**src/hdl/clms_pkg.sv**
```systemverilog
// Package for the character LED matrix scanner: word types, job type,
// result kinds and the constant glyph table. No dependencies.
package clms_pkg;

  localparam int unsigned Glyphs = 36;

  localparam logic FUNC_CHAR = 1'b0;
  localparam logic FUNC_TICK = 1'b1;

  typedef enum logic [1:0] {
    KIND_SHIFT = 2'd0,
    KIND_LATCH = 2'd1,
    KIND_OFF   = 2'd2
  } kind_e;

  typedef struct packed {
    logic       func;
    logic [7:0] char_code;
  } in_word_t;

  typedef struct packed {
    kind_e      kind;
    logic       serial_bit;
    logic [7:0] row_pattern;
    logic [7:0] column_select;
    logic       last;
  } out_word_t;

  // one unit of back-end work: a blanking word or a full column refresh
  typedef struct packed {
    logic       blank;
    logic [7:0] row;
    logic [2:0] col;
  } job_t;

  typedef struct packed {
    logic full;
    logic empty;
  } q_status_t;

  localparam logic [7:0] GLYPH_ROM [Glyphs][8] = '{
    '{8'hFF,8'hC1,8'h80,8'hAE,8'hB6,8'h80,8'hC1,8'hFF},
    '{8'hFF,8'hFE,8'hEE,8'h80,8'h80,8'hFE,8'hFE,8'hFF},
    '{8'hFF,8'hDC,8'h98,8'hBA,8'hB6,8'h86,8'hCE,8'hFF},
    '{8'hFF,8'hDD,8'h9C,8'hB6,8'hB6,8'h80,8'hC9,8'hFF},
    '{8'hFF,8'hF3,8'hEB,8'hDB,8'h80,8'h80,8'hFB,8'hFF},
    '{8'hFF,8'h8D,8'h8C,8'hAE,8'hAE,8'hA0,8'hB1,8'hFF},
    '{8'hFF,8'hC1,8'h80,8'hB6,8'hB6,8'h90,8'hD9,8'hFF},
    '{8'hFF,8'h9F,8'h9F,8'hB8,8'hA0,8'h87,8'h9F,8'hFF},
    '{8'hFF,8'hC9,8'h80,8'hB6,8'hB6,8'h80,8'hC9,8'hFF},
    '{8'hFF,8'hCD,8'h84,8'hB6,8'hB6,8'h80,8'hC1,8'hFF},
    '{8'hFF,8'hC0,8'h80,8'hB7,8'hB7,8'h80,8'hC0,8'hFF},
    '{8'hFF,8'h80,8'h80,8'hB6,8'hB6,8'h80,8'hC9,8'hFF},
    '{8'hFF,8'hC1,8'h80,8'hBE,8'hBE,8'h9C,8'hDD,8'hFF},
    '{8'hFF,8'h80,8'h80,8'hBE,8'hBE,8'h80,8'hC1,8'hFF},
    '{8'hFF,8'h80,8'h80,8'hB6,8'hB6,8'hBE,8'hBE,8'hFF},
    '{8'hFF,8'h80,8'h80,8'hB7,8'hB7,8'hBF,8'hBF,8'hFF},
    '{8'hFF,8'hC1,8'h80,8'hBE,8'hBA,8'h98,8'hD9,8'hFF},
    '{8'hFF,8'h80,8'h80,8'hF7,8'hF7,8'h80,8'h80,8'hFF},
    '{8'hFF,8'hFF,8'hBE,8'h80,8'h80,8'hBE,8'hFF,8'hFF},
    '{8'hFF,8'hF9,8'hF8,8'hBE,8'h80,8'h81,8'hBF,8'hFF},
    '{8'hFF,8'h80,8'h80,8'hE3,8'hC9,8'h9C,8'hBE,8'hFF},
    '{8'hFF,8'h80,8'h80,8'hFE,8'hFE,8'hFE,8'hFE,8'hFF},
    '{8'hFF,8'h80,8'h80,8'hCF,8'hE7,8'hCF,8'h80,8'h80},
    '{8'hFF,8'h80,8'h80,8'hCF,8'hE7,8'hF3,8'h80,8'h80},
    '{8'hFF,8'hC1,8'h80,8'hBE,8'hBE,8'h80,8'hC1,8'hFF},
    '{8'hFF,8'h80,8'h80,8'hBB,8'hBB,8'h83,8'hC7,8'hFF},
    '{8'hFF,8'hC3,8'h81,8'hBD,8'hBD,8'h80,8'hC2,8'hFF},
    '{8'hFF,8'h80,8'h80,8'hB3,8'hB1,8'h84,8'hCE,8'hFF},
    '{8'hFF,8'hCD,8'h84,8'hB6,8'hB6,8'h90,8'hD9,8'hFF},
    '{8'hFF,8'h9F,8'hBF,8'h80,8'h80,8'hBF,8'h9F,8'hFF},
    '{8'hFF,8'h81,8'h80,8'hFE,8'hFE,8'h80,8'h80,8'hFF},
    '{8'hFF,8'h83,8'h81,8'hFC,8'hFC,8'h81,8'h83,8'hFF},
    '{8'hFF,8'h80,8'h80,8'hF9,8'hF3,8'hF9,8'h80,8'h80},
    '{8'hFF,8'h9C,8'h88,8'hE3,8'hF7,8'hE3,8'h88,8'h9C},
    '{8'hFF,8'h8F,8'h87,8'hF0,8'hF0,8'h87,8'h8F,8'hFF},
    '{8'hFF,8'hBC,8'hB8,8'hB2,8'hA6,8'h8E,8'h9E,8'hFF}
  };

endpackage

```
**src/hdl/clms_front.sv**
```systemverilog
// Front end: accepts words, decodes characters, runs the column/dwell
// bookkeeping and pushes column or blank jobs. Uses clms_pkg.
module clms_front (
  input  logic              clk_i,
  input  logic              rst_ni,
  input  logic              in_valid_i,
  output logic              in_stall_o,
  input  clms_pkg::in_word_t in_word_i,
  input  logic              cfg_we_i,
  input  logic [7:0]        cfg_wdata_i,
  input  clms_pkg::q_status_t q_status_i,
  output logic              push_o,
  output clms_pkg::job_t    job_o
);
  import clms_pkg::*;

  logic [7:0] dwell_ticks_q;
  logic [5:0] shown_glyph_q, shown_glyph_d;
  logic       showing_q, showing_d;
  logic       pend_q, pend_d;
  logic [5:0] pend_glyph_q, pend_glyph_d;
  logic       pend_blank_q, pend_blank_d;
  logic [2:0] col_q, col_d;
  logic [7:0] dwell_q, dwell_d;

  logic       accept;
  logic       take;
  logic       lit;
  logic [5:0] glyph;
  logic [7:0] dwell_eff;
  logic [7:0] dwell_next;
  logic [5:0] dec_glyph;
  logic       dec_blank;

  assign in_stall_o = q_status_i.full;
  assign accept     = in_valid_i && !q_status_i.full;
  assign dwell_eff  = (dwell_ticks_q == 8'd0) ? 8'd1 : dwell_ticks_q;

  always_comb begin
    dec_blank = 1'b0;
    dec_glyph = 6'd0;
    case (in_word_i.char_code) inside
      [8'd48:8'd57]:  dec_glyph = 6'(in_word_i.char_code - 8'd48);
      [8'd65:8'd90]:  dec_glyph = 6'(in_word_i.char_code - 8'd55);
      [8'd97:8'd122]: dec_glyph = 6'(in_word_i.char_code - 8'd87);
      default:        dec_blank = 1'b1;
    endcase
  end

  // frame boundary: first column, not yet started
  assign take  = (dwell_q == 8'd0) && (col_q == 3'd0) && pend_q;
  assign lit   = take ? !pend_blank_q : showing_q;
  assign glyph = take ? pend_glyph_q : shown_glyph_q;

  always_comb begin
    shown_glyph_d = shown_glyph_q;
    showing_d     = showing_q;
    pend_d        = pend_q;
    pend_glyph_d  = pend_glyph_q;
    pend_blank_d  = pend_blank_q;
    col_d         = col_q;
    dwell_d       = dwell_q;
    dwell_next    = dwell_q;
    push_o        = 1'b0;
    job_o.blank   = 1'b0;
    job_o.row     = GLYPH_ROM[glyph][col_q];
    job_o.col     = col_q;
    if (accept) begin
      if (in_word_i.func == FUNC_CHAR) begin
        if (!pend_q) begin
          pend_d       = 1'b1;
          pend_glyph_d = dec_glyph;
          pend_blank_d = dec_blank;
        end
      end else begin
        if (take) begin
          pend_d = 1'b0;
          if (pend_blank_q) begin
            showing_d   = 1'b0;
            push_o      = 1'b1;
            job_o.blank = 1'b1;
          end else begin
            showing_d     = 1'b1;
            shown_glyph_d = pend_glyph_q;
          end
        end
        if (lit) begin
          if (dwell_q == 8'd0) begin
            push_o     = 1'b1;
            dwell_next = dwell_eff - 8'd1;
          end else begin
            dwell_next = dwell_q - 8'd1;
          end
          dwell_d = dwell_next;
          if (dwell_next == 8'd0) begin
            col_d = col_q + 3'd1;
          end
        end
      end
    end
  end

  always_ff @(posedge clk_i or negedge rst_ni) begin
    if (!rst_ni) begin
      dwell_ticks_q <= 8'd1;
      shown_glyph_q <= 6'd0;
      showing_q     <= 1'b0;
      pend_q        <= 1'b0;
      pend_glyph_q  <= 6'd0;
      pend_blank_q  <= 1'b0;
      col_q         <= 3'd0;
      dwell_q       <= 8'd0;
    end else begin
      if (cfg_we_i) begin
        dwell_ticks_q <= cfg_wdata_i;
      end
      shown_glyph_q <= shown_glyph_d;
      showing_q     <= showing_d;
      pend_q        <= pend_d;
      pend_glyph_q  <= pend_glyph_d;
      pend_blank_q  <= pend_blank_d;
      col_q         <= col_d;
      dwell_q       <= dwell_d;
    end
  end

endmodule

```
**src/hdl/clms_fifo.sv**
```systemverilog
// Two-entry job queue between front and back end. Uses clms_pkg.
module clms_fifo (
  input  logic                clk_i,
  input  logic                rst_ni,
  input  logic                push_i,
  input  clms_pkg::job_t      job_i,
  input  logic                pop_i,
  output clms_pkg::job_t      job_o,
  output clms_pkg::q_status_t status_o
);
  import clms_pkg::*;

  job_t       mem_q [2];
  logic       wr_ptr_q;
  logic       rd_ptr_q;
  logic [1:0] count_q;

  assign status_o.full  = (count_q == 2'd2);
  assign status_o.empty = (count_q == 2'd0);
  assign job_o          = mem_q[rd_ptr_q];

  always_ff @(posedge clk_i) begin
    if (push_i) begin
      mem_q[wr_ptr_q] <= job_i;
    end
  end

  always_ff @(posedge clk_i or negedge rst_ni) begin
    if (!rst_ni) begin
      wr_ptr_q <= 1'b0;
      rd_ptr_q <= 1'b0;
      count_q  <= 2'd0;
    end else begin
      if (push_i) begin
        wr_ptr_q <= !wr_ptr_q;
      end
      if (pop_i) begin
        rd_ptr_q <= !rd_ptr_q;
      end
      case ({push_i, pop_i})
        2'b10:   count_q <= count_q + 2'd1;
        2'b01:   count_q <= count_q - 2'd1;
        default: count_q <= count_q;
      endcase
    end
  end

endmodule

```
**src/hdl/clms_back.sv**
```systemverilog
// Back end: expands a job into output words (eight shift bits and a
// latch, or one blanking word). Uses clms_pkg.
module clms_back (
  input  logic                clk_i,
  input  logic                rst_ni,
  input  clms_pkg::job_t      job_i,
  input  clms_pkg::q_status_t q_status_i,
  output logic                pop_o,
  output logic                out_valid_o,
  input  logic                out_stall_i,
  output clms_pkg::out_word_t out_word_o
);
  import clms_pkg::*;

  logic       busy_q;
  logic       blank_q;
  logic [7:0] row_q;
  logic [7:0] shift_q;
  logic [2:0] col_q;
  logic [3:0] cnt_q;
  logic       is_latch;
  logic       is_last;
  logic       fire;

  assign is_latch = (cnt_q == 4'd8);
  assign is_last  = blank_q || is_latch;
  assign fire     = busy_q && !out_stall_i;
  assign pop_o    = !q_status_i.empty && (!busy_q || (fire && is_last));

  assign out_valid_o = busy_q;

  always_comb begin
    out_word_o.kind          = KIND_SHIFT;
    out_word_o.serial_bit    = 1'b0;
    out_word_o.row_pattern   = 8'h00;
    out_word_o.column_select = 8'h00;
    out_word_o.last          = is_last;
    if (blank_q) begin
      out_word_o.kind = KIND_OFF;
    end else if (is_latch) begin
      out_word_o.kind          = KIND_LATCH;
      out_word_o.row_pattern   = row_q;
      out_word_o.column_select = 8'h01 << col_q;
    end else begin
      out_word_o.serial_bit = shift_q[7];
    end
  end

  always_ff @(posedge clk_i) begin
    if (pop_o) begin
      row_q   <= job_i.row;
      shift_q <= job_i.row;
      col_q   <= job_i.col;
    end else if (fire) begin
      shift_q <= {shift_q[6:0], 1'b0};
    end
  end

  always_ff @(posedge clk_i or negedge rst_ni) begin
    if (!rst_ni) begin
      busy_q  <= 1'b0;
      blank_q <= 1'b0;
      cnt_q   <= 4'd0;
    end else begin
      if (pop_o) begin
        busy_q  <= 1'b1;
        blank_q <= job_i.blank;
        cnt_q   <= 4'd0;
      end else if (fire) begin
        if (is_last) begin
          busy_q <= 1'b0;
        end
        cnt_q <= cnt_q + 4'd1;
      end
    end
  end

endmodule

```
**src/hdl/char_led_matrix_scanner.sv**
```systemverilog
// 8x8 LED matrix character scanner, column multiplexed. A character word
// selects a glyph ('0'-'9', 'A'-'Z', case folded; anything else blanks)
// that takes effect at the next frame boundary; a tick word that starts a
// column produces nine output words (eight row bits MSB first, then a
// latch with one-hot column select), and a blank request produces one
// all-off word. The front end takes one input word per cycle while the
// two-entry job queue has room; the back end sends one output word per
// cycle while the receiver does not stall, so a column refresh occupies it for nine words and a blank for one.
// Top level; depends on clms_pkg, clms_front, clms_fifo, clms_back.
module char_led_matrix_scanner (
  input  logic                clk_i,
  input  logic                rst_ni,
  input  logic                in_valid_i,
  output logic                in_stall_o,
  input  clms_pkg::in_word_t  in_word_i,
  output logic                out_valid_o,
  input  logic                out_stall_i,
  output clms_pkg::out_word_t out_word_o,
  input  logic                cfg_we_i,
  input  logic [7:0]          cfg_wdata_i
);
  import clms_pkg::*;

  logic      push;
  logic      pop;
  job_t      push_job;
  job_t      head_job;
  q_status_t q_status;

  clms_front u_front (
    .clk_i      (clk_i),
    .rst_ni     (rst_ni),
    .in_valid_i (in_valid_i),
    .in_stall_o (in_stall_o),
    .in_word_i  (in_word_i),
    .cfg_we_i   (cfg_we_i),
    .cfg_wdata_i(cfg_wdata_i),
    .q_status_i (q_status),
    .push_o     (push),
    .job_o      (push_job)
  );

  clms_fifo u_fifo (
    .clk_i   (clk_i),
    .rst_ni  (rst_ni),
    .push_i  (push),
    .job_i   (push_job),
    .pop_i   (pop),
    .job_o   (head_job),
    .status_o(q_status)
  );

  clms_back u_back (
    .clk_i      (clk_i),
    .rst_ni     (rst_ni),
    .job_i      (head_job),
    .q_status_i (q_status),
    .pop_o      (pop),
    .out_valid_o(out_valid_o),
    .out_stall_i(out_stall_i),
    .out_word_o (out_word_o)
  );

endmodule

```
**config.mk**
```make
export PLATFORM = sky130hd
export DESIGN_NAME = char_led_matrix_scanner
export DESIGN_NICKNAME = d
export VERILOG_FILES = /design/src/hdl/clms_pkg.sv /design/src/hdl/clms_front.sv /design/src/hdl/clms_fifo.sv /design/src/hdl/clms_back.sv /design/src/hdl/char_led_matrix_scanner.sv
export SDC_FILE = /design/constraint.sdc
export NUM_CORES = 1
export LEC_CHECK = 0
export BUFFER_PORTS_ARGS = -buffer_cell sky130_fd_sc_hd__buf_2
export CORE_AREA = 8 8 152 119
export DETAILED_ROUTE_END_ITERATION = 16
export DIE_AREA = 0 0 160 127
export GPL_TIMING_DRIVEN = 0
export PLACE_DENSITY_LB_ADDON = 0.05
export SYNTH_ARGS = -nofsm -noshare
export SYNTH_HDL_FRONTEND = slang
export SYNTH_SLANG_ARGS = --single-unit
```
**constraint.sdc**
```tcl
create_clock -name clk_i -period 5.5 [get_ports clk_i]
set_input_delay 0.55 -clock clk_i [delete_from_list [all_inputs] [get_ports clk_i]]
set_output_delay 0.55 -clock clk_i [all_outputs]
set_load 0.02 [all_outputs]
```
==> results of run 1 <==
==> Yosys cell counts, drive strengths merged, types with 13 or more instances <==
| cell type | count |
|---|---|
| a21oi | 56 |
| a31oi | 13 |
| and2 | 13 |
| buf | 25 |
| clkbuf | 28 |
| dfrtp | 43 |
| edfxtp | 40 |
| ha | 31 |
| inv | 26 |
| mux2 | 38 |
| mux2i | 20 |
| nand2 | 60 |
| nand2b | 16 |
| nand3 | 18 |
| nor2 | 59 |
| nor3 | 18 |
| o211ai | 23 |
| o21ai | 42 |
==> final timing paths <==
check / depth (start not counted) / slack (ns) / end / from
min in group clk_i: 3 / 0.42 / u_front.dwell_ticks_q[0] / cfg_wdata_i[0]
worst min-delay path: 1 / 0.38 / u_front.pend_glyph_q[1] / rst_ni
max in group asynchronous: 1 / 4.47 / u_front.col_q[0] / rst_ni
worst max-delay path: 15 / 0.24 / u_fifo.mem_q[1][5] / u_front.col_q[1]
worst max register to register: 15 / 0.24 / u_fifo.mem_q[1][5] / u_front.col_q[1]
worst min register to register: 0 / 0.49 / u_fifo.mem_q[0][2] / u_front.col_q[2]
==> flip-flops by register name, indices dropped and copies added, names as in the netlist <==
signal,count
u_front.pend_q,1
u_back.col_q,3
u_back.out_valid_o,1
u_fifo.mem_q,22
u_fifo.rd_ptr_q,1
u_front.col_q,3
u_back.blank_q,1
u_front.showing_q,1
u_front.dwell_q,8
u_fifo.count_q,2
u_front.shown_glyph_q,6
u_back.cnt_q,4
u_front.pend_blank_q,1
u_back.row_q,7
u_front.pend_glyph_q,6
u_front.dwell_ticks_q,8
u_fifo.wr_ptr_q,1
u_back.shift_q,8
==> metrics by stage <==
step / instances / utilization / setup TNS (ns)
finish: 1024 / 0.492 / 0
global route: 1024 / 0.492 / 0
CTS: 1024 / 0.491 / 0
detailed placement: 1008 / 0.471 / -3.23
global placement: 1007 / 0.471 / -5.34
floorplan: 756 / - / 0
==> power groups by stage <==
stage / Sequential, uW / Combinational [uW] / Clock, uW
floorplan: 742 / 163 / 0
global placement: 747 / 237 / 0
detailed placement: 749 / 243 / 0
CTS: 737 / 245 / 605
global route: 743 / 271 / 635
finish: 737 / 243 / 589
==> layer usage <==
metal / vias up / part of all wire / wire [um] / global-route usage
met5: - / 0 / 0 / 0
met4: 0 / 0.031 / 704 / 0.0811
met3: 68 / 0.12 / 2760 / 0.0806
met2: 416 / 0.42 / 9530 / 0.320
met1: 3096 / 0.43 / 9890 / 0.299
li1: 2982 / - / - / -
==> final cells by class <==
type                       instances  area share
tap                              210      0.0342
sequential                        84       0.300
clock buffer                       9      0.0293
multi-input combinational        591       0.550
inverter                          28      0.0139
clock inverter                     7     0.00880
timing repair buffer              43      0.0284
buffer                            52      0.0357
==> kinds of logic after synthesis <==
group | share of synthesized area
simple gates | 0.187
mux | 0.0941
flops | 0.335
fa+ha+maj | 0.0563
buf+inv | 0.0558
compound gates | 0.256
xor+xnor | 0.0165
==> worst register-to-register path, delay by kind of cell, from the launching register on <==
kind | cells | cell delay [ns]
simple gates | 3 | 0.66
fa+ha+maj | 2 | 0.68
compound gates | 4 | 1.25
buf+inv | 5 | 1.34
mux | 1 | 0.52
flops | 1 | 0.54
==> cell usage in the layout (no fill, tap or decap), drive strengths merged, types with 20 or more instances in the layout <==
cell	instances
nand2	60
o211ai	23
mux2i	20
edfxtp	40
clkbuf	36
nor2	59
mux2	38
a21oi	56
buf	68
o21ai	42
inv	26
dfrtp	43
ha	31
==> what timing repair did <==
item | CTS | global route
resized for setup | 2 | 1
endpoints found under the setup margin | 12 | 12
buffers inserted | 0 | 1
==> impl_metrics.toml, run 1 <==
[cts]
cts_root_buf = "clkbuf_16"
cts_hold_buf = 0
clock-sinks = 84
cts_buffers = 9
cts_max_path_buffers = 2
worstSkewPairLatency_ns = 0.34
tritoncts = "yes"
htree_levels = 3
clk_pin_slew_ns = 0.06

[synthesis]
seq_area_frac_synth = 0.335
avgSynthCellArea_um2 = 9.11
synth.top_cell.area_share = 0.174
ys.flop_type = "dfrtp_1"
ys_types = 92
ys_top_cells_by_area = "edfxtp_1, dfrtp_1, mux2_2"
postSynthCellCount = 756
synth_edf_count = 40
yosys.area.top_type = "edfxtp_1"
synth_seq_cells = 84
synth_area_um2 = 6880
syn_nets = 809
synthArstFlopShare = 0.524
synth_warnings = 0

[route]
dr.first_iter.drc_count = 933
drt_first_pass_iters = 7
drc = 0
via_per_inst = 6.41
final_antenna_net_count = 0
avgRoutedWirePerCell_um = 22.4
vias = 6562
wl_mm = 22.9

[run_status]
status = "finished, final reports clean"

[global_routing]
antenna_found_initial = 0
first_global_vias = 6258
grt_use_total = 0.222
overflow = 0
grt_pass1_wl_mm = 36.0
grt_max_degree = 45

[worst_setup_path]
critical_path_class = "reg2reg"
max_stage_delay_ns = 0.54
path_max_fanout = 10
critPathSlowestCell = "dfrtp_1"
worstSetupEndpointType = "flip-flop"
start_kind = "flip-flop"
critPathTopFamily = "buffers and inverters"
worstPathArrival_ns = 5.32
worst-path-buf-inv = 5
worstPathCellList = "clkinv_1, ha_1, and3b_1, clkbuf_1, nand3_4, buf_2, mux2i_4, inv_2, ha_1, clkbuf_1, nand3_1, a21oi_1, a311oi_1, o211ai_1, o32ai_1"
crit_required_ns = 5.56

[die]
core_um2 = 15600
fp.dieH_um = 127
ios = 44
die_width_um = 160
num_rows = 40
start_util = 0.441
dieArea_um2 = 20300

[placed_design]
gp_congestion = 1.01
pre_cts_slack_ns = -0.455
portBuffers = 41
dp_hpwl_mm = 17.3
placed_area_um2 = 7360

[final_layout]
layout.nets = 862
final-seq-area_um2 = 2300
diodes = 0
multi_input_area_um2 = 4220
fin_area_um2 = 7680
drive_above_1_share = 0.184
syn_to_final_growth_pct = 11.5
n_fill_cell = 1509

[power]
p_seq_frac = 0.470
powerDensity_nw_per_um2 = 204
switching_share = 0.273
power.internal_uw = 1140
clkPwrFrac = 0.375
power_switching_uw = 429
vdd_drop_max_v = 0.000128
p_leak_uw = 0.00299
p_total_uw = 1570
comb_power_share = 0.155

[sta]
drv_slew = 0
rsz0062_at_grt = "false"
fin_crit_sh = 0.956
finClkSkew_ns = 0.00945
period_needed_ns = 5.26
report.final.setup_viol = 0
fin_ws_ns = 0.244
whs_ns = 0.377
finalHoldViolCount = 0
fmax_ghz = 0.190
slew_headroom = 0.323
tightest_slew_ns = 0.988

[run]
drv_cap = 0

[hold_path]
hp-class = "in2async"
Power figures use the tool's default switching activity.
==> inputs of run 2 (changes only) <==
--- a/config.mk
+++ b/config.mk
@@ -7,9 +7,11 @@
 export LEC_CHECK = 0
 export BUFFER_PORTS_ARGS = -buffer_cell sky130_fd_sc_hd__buf_2
 export CORE_AREA = 8 8 152 119
+export CTS_BUF_LIST = sky130_fd_sc_hd__clkbuf_4
 export DETAILED_ROUTE_END_ITERATION = 16
 export DIE_AREA = 0 0 160 127
 export GPL_TIMING_DRIVEN = 0
+export HOLD_SLACK_MARGIN = 0.02
 export PLACE_DENSITY_LB_ADDON = 0.05
 export SYNTH_ARGS = -nofsm -noshare
 export SYNTH_HDL_FRONTEND = slang
==> impl_metrics.toml, run 2 (same netlist as run 1, synthesis figures left out) <==
[route]
final_antenna_net_count = 0
dr.first_iter.drc_count = 909
drc = 0
avgRoutedWirePerCell_um = 22.4
wl_mm = 23.0
vias = 6604
drt_first_pass_iters = 6
via_per_inst = 6.44

[sta]
report.final.setup_viol = 0
finalHoldViolCount = 0
fin_crit_sh = 0.957
tightest_slew_ns = 1.00
drv_slew = 0
fmax_ghz = 0.190
rsz0062_at_grt = "false"
finClkSkew_ns = 0.0222
slew_headroom = 0.313
period_needed_ns = 5.26

[cts]
cts_hold_buf = 0
clk_pin_slew_ns = 0.13
cts_root_buf = "clkbuf_4"
worstSkewPairLatency_ns = 0.46
htree_levels = 3
cts_buffers = 9
tritoncts = "yes"
clock-sinks = 84
cts_max_path_buffers = 2

[worst_setup_path]
worstSetupEndpointType = "flip-flop"
critical_path_class = "reg2reg"
worstPathArrival_ns = 5.53
reg2reg_depth = 16
start_kind = "flip-flop"
rr_startpoint = "u_front.col_q[0]"
crit_required_ns = 5.76
r2r-end = "u_fifo.mem_q[1][3]"
path_max_fanout = 10
reg2reg_slack_ns = 0.24

[final_layout]
diodes = 0
layout.nets = 863
fin_util = 0.482
final_cell_mix = "nand2_1, nor2_1, a21oi_1, buf_2, dfrtp_1"
fin_area_um2 = 7530
largest_reg_flops = 22
drive_above_1_share = 0.187
n_fill_cell = 1525
syn_to_final_growth_pct = 9.40
top_register = "u_fifo.mem_q"
layout_commonest_cell = "nand2_1"

[die]
dieArea_um2 = 20300
fp.dieH_um = 127
start_util = 0.441
die_width_um = 160
num_rows = 40
ios = 44
core_um2 = 15600

[global_routing]
antenna_found_initial = 0
first_global_vias = 6251
grt_use_total = 0.222
overflow = 0
grt_max_degree = 45
grt_pass1_wl_mm = 36.1

[power]
p_leak_uw = 0.00292
vdd_drop_max_v = 0.0000944
powerDensity_nw_per_um2 = 177

[placed_design]
dp_hpwl_mm = 17.3
gp_congestion = 1.01
portBuffers = 41
placed_area_um2 = 7360

[hold_path]
hp-class = "in2async"

[run]
drv_cap = 0

[run_status]
status = "finished, final reports clean"
[run 2: cell types whose count changed in the layout (fill, tap and decap cells not counted), sizes merged]
cell / previous run / this run
clkbuf: 36 / 37
[run 2: metrics by stage]
| step | power (uW) | cells | hold WS [ns] | TNS (ns) | setup slack, ns |
|---|---|---|---|---|---|
| floorplan | 905 | 756 | 0.254 | 0 | 1.41 |
| global placement | 984 | 1007 | 0.456 | -5.34 | -0.704 |
| detailed placement | 992 | 1008 | 0.482 | -3.23 | -0.455 |
| CTS | 1340 | 1024 | 0.266 | 0 | 0.0415 |
| global route | 1410 | 1025 | 0.273 | 0 | 0.0459 |
| finish | 1330 | 1025 | 0.243 | 0 | 0.238 |
[run 2: power breakdown]
| group | internal, uW | switching, uW |
|---|---|---|
| registers | 698 | 37.3 |
| clock network | 136 | 215 |
| logic | 92.0 | 151 |
| total | 926 | 404 |
[run 2: layer usage]
metal,global-route usage,vias to the layer above,wire [um]
met4,0.0806,0,656
met2,0.322,434,9580
li1,-,2975,-
met1,0.298,3122,9920
met5,0,-,0
met3,0.0796,73,2800
[run 2: how the worst max path moves through the flow]
stage | cells past startpoint | slack, ns | startpoint | to
after global placement | 13 | -0.70 | u_front.col_q[0] | u_fifo.mem_q[0][4]
after global routing | 16 | 0.05 | u_front.col_q[0] | u_fifo.mem_q[1][3]
after detailed placement | 13 | -0.45 | u_front.col_q[0] | u_fifo.mem_q[0][4]
after floorplan | 14 | 1.41 | u_front.col_q[0] | u_fifo.mem_q[0][7]
after CTS | 16 | 0.04 | u_front.col_q[0] | u_fifo.mem_q[0][5]
final | 16 | 0.24 | u_front.col_q[0] | u_fifo.mem_q[1][3]
[run 2: worst max-delay path, stage by stage, from the launching register on]
cell and delay (ns):
dfrtp_1 0.50, inv_1 0.20, clkbuf_1 0.45, ha_1 0.27, and3b_1 0.17, clkbuf_1 0.30
nand3_4 0.20, buf_2 0.31, mux2i_4 0.29, inv_2 0.14, ha_1 0.14, clkbuf_1 0.40
o21ai_1 0.35, a21boi_0 0.22, o31ai_1 0.66, nor4_1 0.12, o311ai_2 0.34
[run 2: layout make-up]
| cell class | instances | area [um^2] | area share |
|---|---|---|---|
| Clock inverter | 7 | 67.6 | 0.00897 |
| Buffer | 53 | 279 | 0.0370 |
| Inverter | 28 | 106 | 0.0141 |
| Tap cell | 210 | 263 | 0.0349 |
| Sequential cell | 84 | 2300 | 0.306 |
| Clock buffer | 9 | 67.6 | 0.00897 |
| Multi-Input combinational cell | 591 | 4230 | 0.561 |
| Timing Repair Buffer | 43 | 218 | 0.0289 |
[run 2: repair_timing]
action / CTS / global route
pin swaps: 0 / 0
setup buffers: 0 / 1
endpoints found under the setup margin: 12 / 12
gates resized for setup: 2 / 4
